File: src/hdl/mlrsb_pkg.sv
// Shared types and constants for the multi-layer ring sample buffer.
// Holds the word formats, operation/status/register codes and control structs.
// No dependencies.
package mlrsb_pkg;

	// Field widths fixed by the word formats
	localparam int OP_W      = 2;
	localparam int LAYER_W   = 3;
	localparam int DATA_W    = 32;
	localparam int REQ_W     = 7;
	localparam int STATUS_W  = 2;
	localparam int CAP_W     = 7;
	localparam int FILL_W    = 7;
	localparam int NUM_REGS  = 4;
	localparam int REG_IDX_W = 2;

	// Operation codes
	localparam logic [OP_W-1:0] OP_WRITE  = 2'd0;
	localparam logic [OP_W-1:0] OP_OLDEST = 2'd1;
	localparam logic [OP_W-1:0] OP_NEWEST = 2'd2;
	localparam logic [OP_W-1:0] OP_NONE   = 2'd3;

	// Status codes
	localparam logic [STATUS_W-1:0] ST_OK        = 2'd0;
	localparam logic [STATUS_W-1:0] ST_BAD_LAYER = 2'd1;
	localparam logic [STATUS_W-1:0] ST_NO_DATA   = 2'd2;

	// Capacity register indexes
	localparam logic [REG_IDX_W-1:0] REG_BVP   = 2'd0;
	localparam logic [REG_IDX_W-1:0] REG_ACCEL = 2'd1;
	localparam logic [REG_IDX_W-1:0] REG_EDA   = 2'd2;
	localparam logic [REG_IDX_W-1:0] REG_TEMP  = 2'd3;

	localparam logic [CAP_W-1:0] CAP_RESET = 7'd64;

	typedef logic [REG_IDX_W-1:0] reg_idx_t;

	typedef struct packed {
		logic [OP_W-1:0]          operation;
		logic [LAYER_W-1:0]       layer;
		logic signed [DATA_W-1:0] sample;
		logic [REQ_W-1:0]         request_count;
	} in_item_t;

	typedef struct packed {
		logic signed [DATA_W-1:0] sample_out;
		logic                     last_of_run;
		logic [STATUS_W-1:0]      status;
		logic [FILL_W-1:0]        layer_fill;
		logic                     all_ready;
	} out_item_t;

	// Controller to datapath
	typedef struct packed {
		logic capture;      // load the accepted word into the item register
		logic status_load;  // emit the single status result (and commit a write)
		logic run_start;    // load the read run start index and length
		logic issue;        // read one ring entry
		logic move;         // move read data into the output register
	} mlrsb_cmd_t;

	// Datapath to controller
	typedef struct packed {
		logic run_read;   // held item is a read with at least one sample
		logic out_free;   // output register can take a word this cycle
		logic rd_vld;     // read data register holds a sample
		logic left_zero;  // all reads of the run issued
		logic rd_last;    // read data register holds the final sample
	} mlrsb_sts_t;

	// Which capacity register serves a layer
	function automatic reg_idx_t layer_reg(input logic [LAYER_W-1:0] lay);
		reg_idx_t r;
		case (lay) inside
			3'd0:          r = REG_BVP;
			[3'd1:3'd3]:   r = REG_ACCEL;
			3'd4:          r = REG_EDA;
			default:       r = REG_TEMP;
		endcase
		return r;
	endfunction

endpackage

File: src/hdl/mlrsb_ctrl.sv
// Controller state machine of the multi-layer ring sample buffer.
// Sequences item capture, status results and read runs; uses mlrsb_pkg.
module mlrsb_ctrl (
	input  logic                   clk,
	input  logic                   arst_n,
	input  logic                   in_valid,
	output logic                   in_ready,
	input  mlrsb_pkg::mlrsb_sts_t  sts,
	output mlrsb_pkg::mlrsb_cmd_t  cmd
);
	import mlrsb_pkg::*;

	localparam logic [1:0] S_IDLE = 2'd0;
	localparam logic [1:0] S_EXEC = 2'd1;
	localparam logic [1:0] S_RUN  = 2'd2;

	logic [1:0] state_q;
	logic [1:0] state_d;

	// Next state and commands
	always_comb begin
		cmd      = '0;
		state_d  = state_q;
		in_ready = 1'b0;
		case (state_q)
			S_IDLE: begin
				in_ready = 1'b1;
				if (in_valid) begin
					cmd.capture = 1'b1;
					state_d     = S_EXEC;
				end
			end
			S_EXEC: begin
				if (sts.run_read) begin
					cmd.run_start = 1'b1;
					state_d       = S_RUN;
				end else if (sts.out_free) begin
					cmd.status_load = 1'b1;
					state_d         = S_IDLE;
				end
			end
			S_RUN: begin
				// advance the read pipe whenever the next stage has room
				cmd.move  = sts.rd_vld && sts.out_free;
				cmd.issue = !sts.left_zero && (!sts.rd_vld || cmd.move);
				if (cmd.move && sts.rd_last) begin
					state_d = S_IDLE;
				end
			end
			default: begin
				state_d = S_IDLE;
			end
		endcase
	end

	always_ff @(posedge clk or negedge arst_n) begin
		if (!arst_n) begin
			state_q <= S_IDLE;
		end else begin
			state_q <= state_d;
		end
	end

endmodule

File: config.mk
export PLATFORM = sky130hd
export DESIGN_NAME = mlrsb_ctrl
export DESIGN_NICKNAME = d
export VERILOG_FILES = /design/src/hdl/mlrsb_pkg.sv /design/src/hdl/mlrsb_ctrl.sv
export SDC_FILE = /design/constraint.sdc
export NUM_CORES = 1
export LEC_CHECK = 0
export ABC_AREA = 1
export BUFFER_PORTS_ARGS = -buffer_cell sky130_fd_sc_hd__clkbuf_2
export CAP_MARGIN = 30
export CORE_AREA = 2 2 39 41
export DETAILED_ROUTE_END_ITERATION = 8
export DIE_AREA = 0 0 41 43
export PLACE_DENSITY = 0.39
export SLEW_MARGIN = 20
export SYNTH_ARGS = -nofsm -noshare
export SYNTH_HDL_FRONTEND = slang
export SYNTH_SLANG_ARGS = --single-unit
File: constraint.sdc
create_clock -name clk -period 0.9 [get_ports clk]
set_clock_uncertainty 0.05 [all_clocks]
set_input_delay 0.045 -clock clk [delete_from_list [all_inputs] [get_ports clk]]
set_output_delay 0.045 -clock clk [all_outputs]
set_load 0.01 [all_outputs]
==> flow_summary.html, run 1 <==
<table>
<tr><th>Metric</th><th>Value</th></tr>
<tr><th colspan="2">Run status</th></tr>
<tr><td>Outcome</td><td>finished, violations left</td></tr>
<tr><td>Failing checks</td><td>hold timing, setup timing</td></tr>
<tr><th colspan="2">Finish</th></tr>
<tr><td>Largest registers</td><td>state_q (2)</td></tr>
<tr><td>Post-layout net count</td><td>54</td></tr>
<tr><td>Top register by number of flip-flops</td><td>state_q</td></tr>
<tr><td>Area Growth Syn to Fin</td><td>81.5%</td></tr>
<tr><td>Share of cells above drive strength 1</td><td>47.7%</td></tr>
<tr><td>Max FFs per register</td><td>2</td></tr>
<tr><td>Ant. Diodes</td><td>0</td></tr>
<tr><td>Utilization after layout</td><td>20.3%</td></tr>
<tr><th colspan="2">Synthesis</th></tr>
<tr><td>Number of storage elements in the synthesis netlist</td><td>2</td></tr>
<tr><td>Top-count cell post-synth</td><td>sky130_fd_sc_hd__nand2_1</td></tr>
<tr><td>Gate count of the mapped netlist</td><td>27</td></tr>
<tr><td>Largest family of logic cells by synthesized area</td><td>simple AND/OR/NAND/NOR gates</td></tr>
<tr><td>Proportion of netlist area held by the largest area contributor</td><td>32.3%</td></tr>
<tr><td>Synthesized-area fraction occupied by ao, oa, aoi and oai cells</td><td>0%</td></tr>
<tr><td>Synth Net Count</td><td>35</td></tr>
<tr><td>Xor and xnor fraction of the mapped netlist area</td><td>0%</td></tr>
<tr><td>Post-Synth Adder-Cell Area</td><td>0%</td></tr>
<tr><td>Cell type contributing the most total cell area after synthesis</td><td>sky130_fd_sc_hd__dfrtp_1</td></tr>
<tr><td>Synth cell count leaders</td><td>sky130_fd_sc_hd__nand2_1, sky130_fd_sc_hd__inv_1, sky130_fd_sc_hd__nor2_1, sky130_fd_sc_hd__dfrtp_1, sky130_fd_sc_hd__nor2_2</td></tr>
<tr><td>Cell types with the largest area share after synthesis</td><td>sky130_fd_sc_hd__dfrtp_1, sky130_fd_sc_hd__nand2_1, sky130_fd_sc_hd__inv_1</td></tr>
<tr><td>Number of enable flip-flop cells after synthesis</td><td>0</td></tr>
<tr><td>Cell area after technology mapping</td><td>155 sq um</td></tr>
<tr><td>Ys flop type</td><td>sky130_fd_sc_hd__dfrtp_1</td></tr>
<tr><td>Avg Inst Size Synth</td><td>5.75 sq um</td></tr>
<tr><td>Fraction of registers with async set or reset after synthesis</td><td>100%</td></tr>
<tr><td>Multiplexer area fraction after synthesis</td><td>0%</td></tr>
<tr><td>Yosys synthesis warning count</td><td>0</td></tr>
<tr><td>Sequential element share of the synthesized area</td><td>32.3%</td></tr>
<tr><td>Area fraction in and, or, nand and nor cells after synthesis</td><td>50.8%</td></tr>
<tr><td>Count of cell types in the netlist</td><td>9</td></tr>
<tr><th colspan="2">Global routing</th></tr>
<tr><td>Global router's overall resource usage</td><td>7.23%</td></tr>
<tr><td>Largest net degree at the start of global routing</td><td>6</td></tr>
<tr><td>Via count of the first global-routing pass</td><td>181</td></tr>
<tr><td>Global-route wire length before repair</td><td>717 um</td></tr>
<tr><td>Antenna violations before repair</td><td>0</td></tr>
<tr><td>Overflow left after global routing</td><td>0</td></tr>
<tr><th colspan="2">Timing</th></tr>
<tr><td>Maximum operating frequency</td><td>857 MHz</td></tr>
<tr><td>Final period util</td><td>130%</td></tr>
<tr><td>Final number of setup-violating endpoints</td><td>6</td></tr>
<tr><td>Min Clock Period, post-route</td><td>1170 ps</td></tr>
<tr><td>Worst Setup Slack, final</td><td>-267 ps</td></tr>
<tr><td>Final Hold Viols</td><td>1</td></tr>
<tr><td>Relative max-transition margin</td><td>86.1%</td></tr>
<tr><td>Smallest hold slack</td><td>-1.98 ps</td></tr>
<tr><td>Slew at the pin closest to its max-slew limit</td><td>207 ps</td></tr>
<tr><td>Pins Over Slew Limit</td><td>0</td></tr>
<tr><td>Setup repair after global routing missed its margin</td><td>true</td></tr>
<tr><th colspan="2">Hold path</th></tr>
<tr><td>Critical hold path startpoint</td><td>in_valid</td></tr>
<tr><td>Endpoint of the worst hold-timing path</td><td>state_q[0]</td></tr>
<tr><td>Hold path depth</td><td>3</td></tr>
<tr><td>Worst hold path type</td><td>in -&gt; reg</td></tr>
<tr><th colspan="2">Routing</th></tr>
<tr><td>Routed wire per std cell</td><td>7.52 um</td></tr>
<tr><td>Mean number of vias per cell</td><td>3.52</td></tr>
<tr><td>Routed vias</td><td>211</td></tr>
<tr><td>Final routed wirelength across all metal layers</td><td>451 um</td></tr>
<tr><td>DR DRC count</td><td>0</td></tr>
<tr><td>Count of nets left with antenna violations after detail routing</td><td>0</td></tr>
<tr><td>Initial DRC count</td><td>1</td></tr>
<tr><td>Number of detailed-route iterations in the first pass</td><td>2</td></tr>
<tr><th colspan="2">Floorplan</th></tr>
<tr><td>Starting utilization of the core area</td><td>11.2%</td></tr>
<tr><td>Floorplan core area</td><td>1380 sq um</td></tr>
<tr><td>Placement row count</td><td>14</td></tr>
<tr><td>X dimension of the die</td><td>41 um</td></tr>
<tr><td>Area of the die</td><td>1760 sq um</td></tr>
<tr><td>Die height</td><td>43 um</td></tr>
<tr><td>Num ports</td><td>14</td></tr>
<tr><th colspan="2">Pwr</th></tr>
<tr><td>Power per Cell Area</td><td>2410 nW/um^2</td></tr>
<tr><td>Leakage Power</td><td>0.176 nW</td></tr>
<tr><td>VDD IR-drop max</td><td>0.580 mV</td></tr>
<tr><th colspan="2">Clocking</th></tr>
<tr><td>Level count of the clock H-tree</td><td>1</td></tr>
<tr><td>TritonCTS buffer count</td><td>3</td></tr>
<tr><td>Clock-pin slew on the worst setup and hold paths</td><td>30 ps</td></tr>
<tr><td>CTS tree</td><td>built</td></tr>
<tr><td>Root buffer cell</td><td>sky130_fd_sc_hd__clkbuf_4</td></tr>
<tr><td>Clock Tree Buf Depth</td><td>2</td></tr>
<tr><td>Worst-skew pair later-pin latency</td><td>220 ps</td></tr>
<tr><td>Total number of clock tree sinks</td><td>2</td></tr>
<tr><th colspan="2">Critical path</th></tr>
<tr><td>Critical path fanouts, max</td><td>4</td></tr>
<tr><td>Internal reg-to-reg setup slack</td><td>80 ps</td></tr>
<tr><td>Data required time at the worst endpoint</td><td>810 ps</td></tr>
<tr><td>Element type at the critical path end</td><td>output pin</td></tr>
<tr><td>Startpoint type of the worst setup path</td><td>register</td></tr>
<tr><td>Worst r2r src</td><td>state_q[1]</td></tr>
<tr><td>Worst r2r path cells</td><td>4</td></tr>
<tr><td>Worst r2r dst</td><td>state_q[1]</td></tr>
<tr><td>Arrival time reported for the critical path endpoint</td><td>1070 ps</td></tr>
<tr><td>Type of the setup path with the least slack</td><td>reg -&gt; out</td></tr>
<tr><th colspan="2">Placement</th></tr>
<tr><td>Port-buffer cells</td><td>13</td></tr>
<tr><td>GPL Wtd Cong</td><td>0.624</td></tr>
<tr><td>DPL Wire Length</td><td>363 um</td></tr>
<tr><td>Worst-case setup slack after placement</td><td>-37.6 ps</td></tr>
<tr><th colspan="2">Run</th></tr>
<tr><td>Number of max-capacitance violations reported</td><td>0</td></tr>
</table>
==> power by group <==
| group | internal [mW] | switching, mW | total (mW) |
|---|---|---|---|
| combinational | 0.123 | 0.173 | 0.296 |
| sequential | 0.130 | 0.0499 | 0.180 |
| clock | 0.147 | 0.0538 | 0.201 |
==> worst max path at each step <==
| stage | from | endpoint | slack [ps] | depth (start not counted) |
|---|---|---|---|---|
| 2_1_floorplan | state_q[1] | cmd[4] | 0.5 | 3 |
| 3_3_place_gp | state_q[1] | cmd[4] | -30 | 4 |
| 3_5_place_dp | state_q[1] | cmd[4] | -40 | 4 |
| 4_1_cts | state_q[1] | cmd[3] | -270 | 4 |
| 5_1_grt | state_q[1] | cmd[0] | -320 | 3 |
| 6_report | state_q[1] | cmd[0] | -270 | 3 |
==> through the flow <==
stage	cells	hold WS (ps)	power (mW)	setup TNS (ps)	cell area, sq um
after global routing	60	12.4	0.749	-1650	282
after detailed placement	56	-212	0.451	-76.3	240
after CTS	60	-0.612	0.674	-1390	275
after global placement	56	-215	0.451	-59.6	240
final	60	-1.98	0.678	-1230	282
after floorplan	27	-301	0.334	0	155
==> placed cells by master (no fill, tap or decap) <==
cell type | netlist | routed
sky130_fd_sc_hd__clkbuf_2 | 0 | 8
sky130_fd_sc_hd__nand3b_1 | 1 | 1
sky130_fd_sc_hd__dfrtp_1 | 2 | 1
sky130_fd_sc_hd__buf_2 | 0 | 5
sky130_fd_sc_hd__dfrtp_2 | 0 | 1
sky130_fd_sc_hd__inv_1 | 6 | 6
sky130_fd_sc_hd__nor2_4 | 0 | 1
sky130_fd_sc_hd__nand2_1 | 8 | 8
sky130_fd_sc_hd__nand3_1 | 1 | 1
sky130_fd_sc_hd__dlygate4sd3_1 | 0 | 1
sky130_fd_sc_hd__nor2_2 | 2 | 2
sky130_fd_sc_hd__inv_2 | 1 | 1
sky130_fd_sc_hd__nor3_1 | 1 | 1
sky130_fd_sc_hd__clkbuf_4 | 0 | 3
sky130_fd_sc_hd__nor2_1 | 5 | 4
==> layout make-up <==
| cell class | instances | area [sq um] |
|---|---|---|
| tap | 16 | 20.0 |
| fill | 169 | 1100 |
| multi-input combinational | 18 | 86.3 |
| timing repair buffer | 14 | 75.1 |
| inverter | 7 | 26.3 |
| clock buffer | 3 | 22.5 |
| sequential | 2 | 51.3 |
==> worst max-delay path: stages, from the launching register on <==
cell                       delay [ps]
sky130_fd_sc_hd__dfrtp_2          390
sky130_fd_sc_hd__inv_1             70
sky130_fd_sc_hd__nor3_1           210
sky130_fd_sc_hd__clkbuf_2         170
==> timing repair <==
item,4_1_cts,5_1_grt
hold buffers,1,0
hold endpoints to repair,3,0
endpoints found under the setup margin,6,7
resized for setup,1,7
setup buffers,0,0
pin swaps,1,0
==> metal layers <==
metal / vias up / routed length, um / global-route usage (%)
met5: - / 0 / 0
li1: 113 / - / -
met1: 86 / 177 / 7.07
met3: 2 / 48 / 4.71
met2: 10 / 200 / 8.13
met4: 0 / 24 / 10.0
==> cells by family (layout without fill, tap and decap cells) <==
family	Yosys count	in the layout
DFF	2	2
buffers and inverters	7	24
and+or+nand+nor	18	18
(Power assumes the default switching activity.)
==> run 2: changes to the inputs <==
--- a/config.mk
+++ b/config.mk
@@ -14,2 +14,3 @@
 export PLACE_DENSITY = 0.39
+export SETUP_SLACK_MARGIN = 0.3
 export SLEW_MARGIN = 20
==> constraint.sdc (replaced) <==
create_clock -name clk -period 0.9 [get_ports clk]
set_clock_uncertainty 0.05 [all_clocks]
set_input_delay 0.18 -clock clk [delete_from_list [all_inputs] [get_ports clk]]
set_output_delay 0.18 -clock clk [all_outputs]
set_load 0.01 [all_outputs]
==> flow_summary.html, run 2 (same netlist as run 1, synthesis figures left out) <==
<table>
<tr><th>Metric</th><th>Value</th></tr>
<tr><th colspan="2">Run</th></tr>
<tr><td>Number of max-capacitance violations reported</td><td>0</td></tr>
<tr><th colspan="2">Critical path</th></tr>
<tr><td>CP peak stage delay</td><td>410 ps</td></tr>
<tr><td>Worst r2r dst</td><td>state_q[0]</td></tr>
<tr><td>Worst r2r path cells</td><td>5</td></tr>
<tr><td>Start point of the critical path</td><td>state_q[0]</td></tr>
<tr><td>CP cell instances</td><td>buf_4 -&gt; nor3_2 -&gt; buf_2</td></tr>
<tr><td>Element type at the critical path end</td><td>output pin</td></tr>
<tr><td>Internal reg-to-reg setup slack</td><td>-130 ps</td></tr>
<tr><td>Arrival time reported for the critical path endpoint</td><td>1070 ps</td></tr>
<tr><td>Startpoint type of the worst setup path</td><td>register</td></tr>
<tr><td>Critical path's slowest cell</td><td>sky130_fd_sc_hd__dfrtp_1</td></tr>
<tr><td>Worst r2r src</td><td>state_q[1]</td></tr>
<tr><td>Type of the setup path with the least slack</td><td>reg -&gt; out</td></tr>
<tr><td>Critical path fanouts, max</td><td>4</td></tr>
<tr><td>Capturing instance or port of the critical path</td><td>cmd[0]</td></tr>
<tr><td>Data required time at the worst endpoint</td><td>670 ps</td></tr>
<tr><th colspan="2">Run status</th></tr>
<tr><td>Failing checks</td><td>setup timing</td></tr>
<tr><td>Outcome</td><td>finished, violations left</td></tr>
<tr><th colspan="2">Clocking</th></tr>
<tr><td>Clock Tree Buf Depth</td><td>2</td></tr>
<tr><td>Total number of clock tree sinks</td><td>2</td></tr>
<tr><td>Clock-pin slew on the worst setup and hold paths</td><td>30 ps</td></tr>
<tr><td>Root buffer cell</td><td>sky130_fd_sc_hd__clkbuf_4</td></tr>
<tr><td>Level count of the clock H-tree</td><td>1</td></tr>
<tr><td>Worst-skew pair later-pin latency</td><td>230 ps</td></tr>
<tr><td>CTS tree</td><td>built</td></tr>
<tr><td>TritonCTS buffer count</td><td>3</td></tr>
<tr><th colspan="2">Routing</th></tr>
<tr><td>Final routed wirelength across all metal layers</td><td>478 um</td></tr>
<tr><td>Routed wire per std cell</td><td>7.35 um</td></tr>
<tr><td>Number of detailed-route iterations in the first pass</td><td>1</td></tr>
<tr><td>Initial DRC count</td><td>0</td></tr>
<tr><td>Count of nets left with antenna violations after detail routing</td><td>0</td></tr>
<tr><td>DR DRC count</td><td>0</td></tr>
<tr><td>Mean number of vias per cell</td><td>3.57</td></tr>
<tr><td>Routed vias</td><td>232</td></tr>
<tr><th colspan="2">Floorplan</th></tr>
<tr><td>Floorplan core area</td><td>1380 sq um</td></tr>
<tr><td>Placement row count</td><td>14</td></tr>
<tr><td>Num ports</td><td>14</td></tr>
<tr><td>Area of the die</td><td>1760 sq um</td></tr>
<tr><td>Die height</td><td>43 um</td></tr>
<tr><td>X dimension of the die</td><td>41 um</td></tr>
<tr><td>Starting utilization of the core area</td><td>11.2%</td></tr>
<tr><th colspan="2">Timing</th></tr>
<tr><td>Fin Setup TNS</td><td>-2220 ps</td></tr>
<tr><td>Maximum operating frequency</td><td>768 MHz</td></tr>
<tr><td>Smallest hold slack</td><td>166 ps</td></tr>
<tr><td>Worst Setup Slack, final</td><td>-402 ps</td></tr>
<tr><td>Slew at the pin closest to its max-slew limit</td><td>151 ps</td></tr>
<tr><td>Final number of setup-violating endpoints</td><td>8</td></tr>
<tr><td>Pins Over Slew Limit</td><td>0</td></tr>
<tr><td>Final Hold Viols</td><td>0</td></tr>
<tr><td>Final period util</td><td>145%</td></tr>
<tr><td>Relative max-transition margin</td><td>89.9%</td></tr>
<tr><td>Min Clock Period, post-route</td><td>1300 ps</td></tr>
<tr><td>Setup repair after global routing missed its margin</td><td>true</td></tr>
<tr><th colspan="2">Pwr</th></tr>
<tr><td>Post-route total power</td><td>0.851 mW</td></tr>
<tr><td>Leakage Power</td><td>0.201 nW</td></tr>
<tr><td>Power per Cell Area</td><td>2450 nW/um^2</td></tr>
<tr><td>VDD IR-drop max</td><td>0.601 mV</td></tr>
<tr><th colspan="2">Finish</th></tr>
<tr><td>Area Growth Syn to Fin</td><td>124%</td></tr>
<tr><td>Share of cells above drive strength 1</td><td>69.4%</td></tr>
<tr><td>Top register by number of flip-flops</td><td>state_q</td></tr>
<tr><td>Post-route cell area</td><td>348 sq um</td></tr>
<tr><td>Most common cell after layout, fill and taps aside</td><td>sky130_fd_sc_hd__clkbuf_2</td></tr>
<tr><td>Commonest cells after routing, fill and taps aside</td><td>sky130_fd_sc_hd__clkbuf_2, sky130_fd_sc_hd__nand2_1, sky130_fd_sc_hd__inv_2, sky130_fd_sc_hd__buf_2, sky130_fd_sc_hd__buf_4</td></tr>
<tr><td>Largest registers</td><td>state_q (2)</td></tr>
<tr><td>Post-route non-filler standard cell count</td><td>65</td></tr>
<tr><td>Post-layout net count</td><td>59</td></tr>
<tr><td>Ant. Diodes</td><td>0</td></tr>
<tr><td>Max FFs per register</td><td>2</td></tr>
<tr><td>Count of filler cells inserted in the layout</td><td>160</td></tr>
<tr><th colspan="2">Placement</th></tr>
<tr><td>Placed cells</td><td>59</td></tr>
<tr><td>DPL Wire Length</td><td>362 um</td></tr>
<tr><td>Post-DP Area</td><td>268 sq um</td></tr>
<tr><td>Port-buffer cells</td><td>13</td></tr>
<tr><td>GPL Wtd Cong</td><td>0.644</td></tr>
<tr><th colspan="2">Global routing</th></tr>
<tr><td>Antenna violations before repair</td><td>0</td></tr>
<tr><td>Overflow left after global routing</td><td>0</td></tr>
<tr><td>Largest net degree at the start of global routing</td><td>5</td></tr>
<tr><td>Via count of the first global-routing pass</td><td>213</td></tr>
<tr><td>Global router's overall resource usage</td><td>7.62%</td></tr>
<tr><td>Global-route wire length before repair</td><td>759 um</td></tr>
<tr><th colspan="2">Hold path</th></tr>
<tr><td>Worst hold path type</td><td>in -&gt; reg</td></tr>
</table>
[run 2: changes by cell type in the layout (fill, tap and decap cells not counted)]
cell                       before  now
sky130_fd_sc_hd__nor3_1         1    0
sky130_fd_sc_hd__nor2_1         4    3
sky130_fd_sc_hd__inv_1          6    2
sky130_fd_sc_hd__buf_4          0    4
sky130_fd_sc_hd__clkbuf_2       8    7
sky130_fd_sc_hd__nand2_2        0    2
sky130_fd_sc_hd__nand2_1        8    6
sky130_fd_sc_hd__nor2_2         2    3
sky130_fd_sc_hd__inv_2          1    5
sky130_fd_sc_hd__buf_6          0    3
sky130_fd_sc_hd__buf_2          5    4
sky130_fd_sc_hd__nor3_2         0    1
[run 2: worst min-delay path by stage]
stage,cells after the start,start,slack [ps],end
global route,3,sts[4],180,state_q[1]
floorplan,0,arst_n,-170,state_q[0]
finish,3,sts[4],170,state_q[1]
detailed placement,1,arst_n,-80,state_q[1]
CTS,3,sts[4],170,state_q[1]
global placement,1,arst_n,-80,state_q[1]
[run 2: layer usage]
metal | global-route usage [%] | up-vias | part of all wire (%)
met1 | 6.73 | 98 | 39
met4 | 10.0 | 0 | 2.3
met2 | 9.69 | 9 | 50
met5 | 0 | - | 0
met3 | 4.71 | 2 | 8.4
li1 | - | 123 | -
[run 2: repair_timing]
item / in CTS / in global routing
setup endpoints to repair: 8 / 8
hold buffers: 1 / 0
pin swaps: 1 / 5
buffers inserted: 0 / 2
gates resized for setup: 4 / 12
endpoints found under the hold margin: 2 / 0
[run 2: final cells by class]
class	instances	area, sq um	share of cell area, %
clock buffer	3	22.5	6.47
inverter	7	26.3	7.55
multi-input combinational	18	98.8	28.4
sequential	2	51.3	14.7
tap	16	20.0	5.76
timing repair buffer	19	129	37.1
[run 2: per-stage QoR]
step | setup slack [ps] | util (%)
3_3_place_gp | -197 | 19.3
6_report | -402 | 25.1
4_1_cts | -417 | 22.3
5_1_grt | -464 | 25.1
2_1_floorplan | -73.5 | -
3_5_place_dp | -178 | 19.3
[run 2: where the power goes]
| group | internal, mW | switching [mW] |
|---|---|---|
| clock | 0.147 | 0.0548 |
| sequential | 0.130 | 0.0553 |
| combinational | 0.245 | 0.218 |
| total | 0.523 | 0.328 |
[run 2: worst max-delay path, delay by kind of cell (launching register included)]
kind	cells	cell delay, ps
simple gates	1	140
buf+inv	2	290
flops	1	410
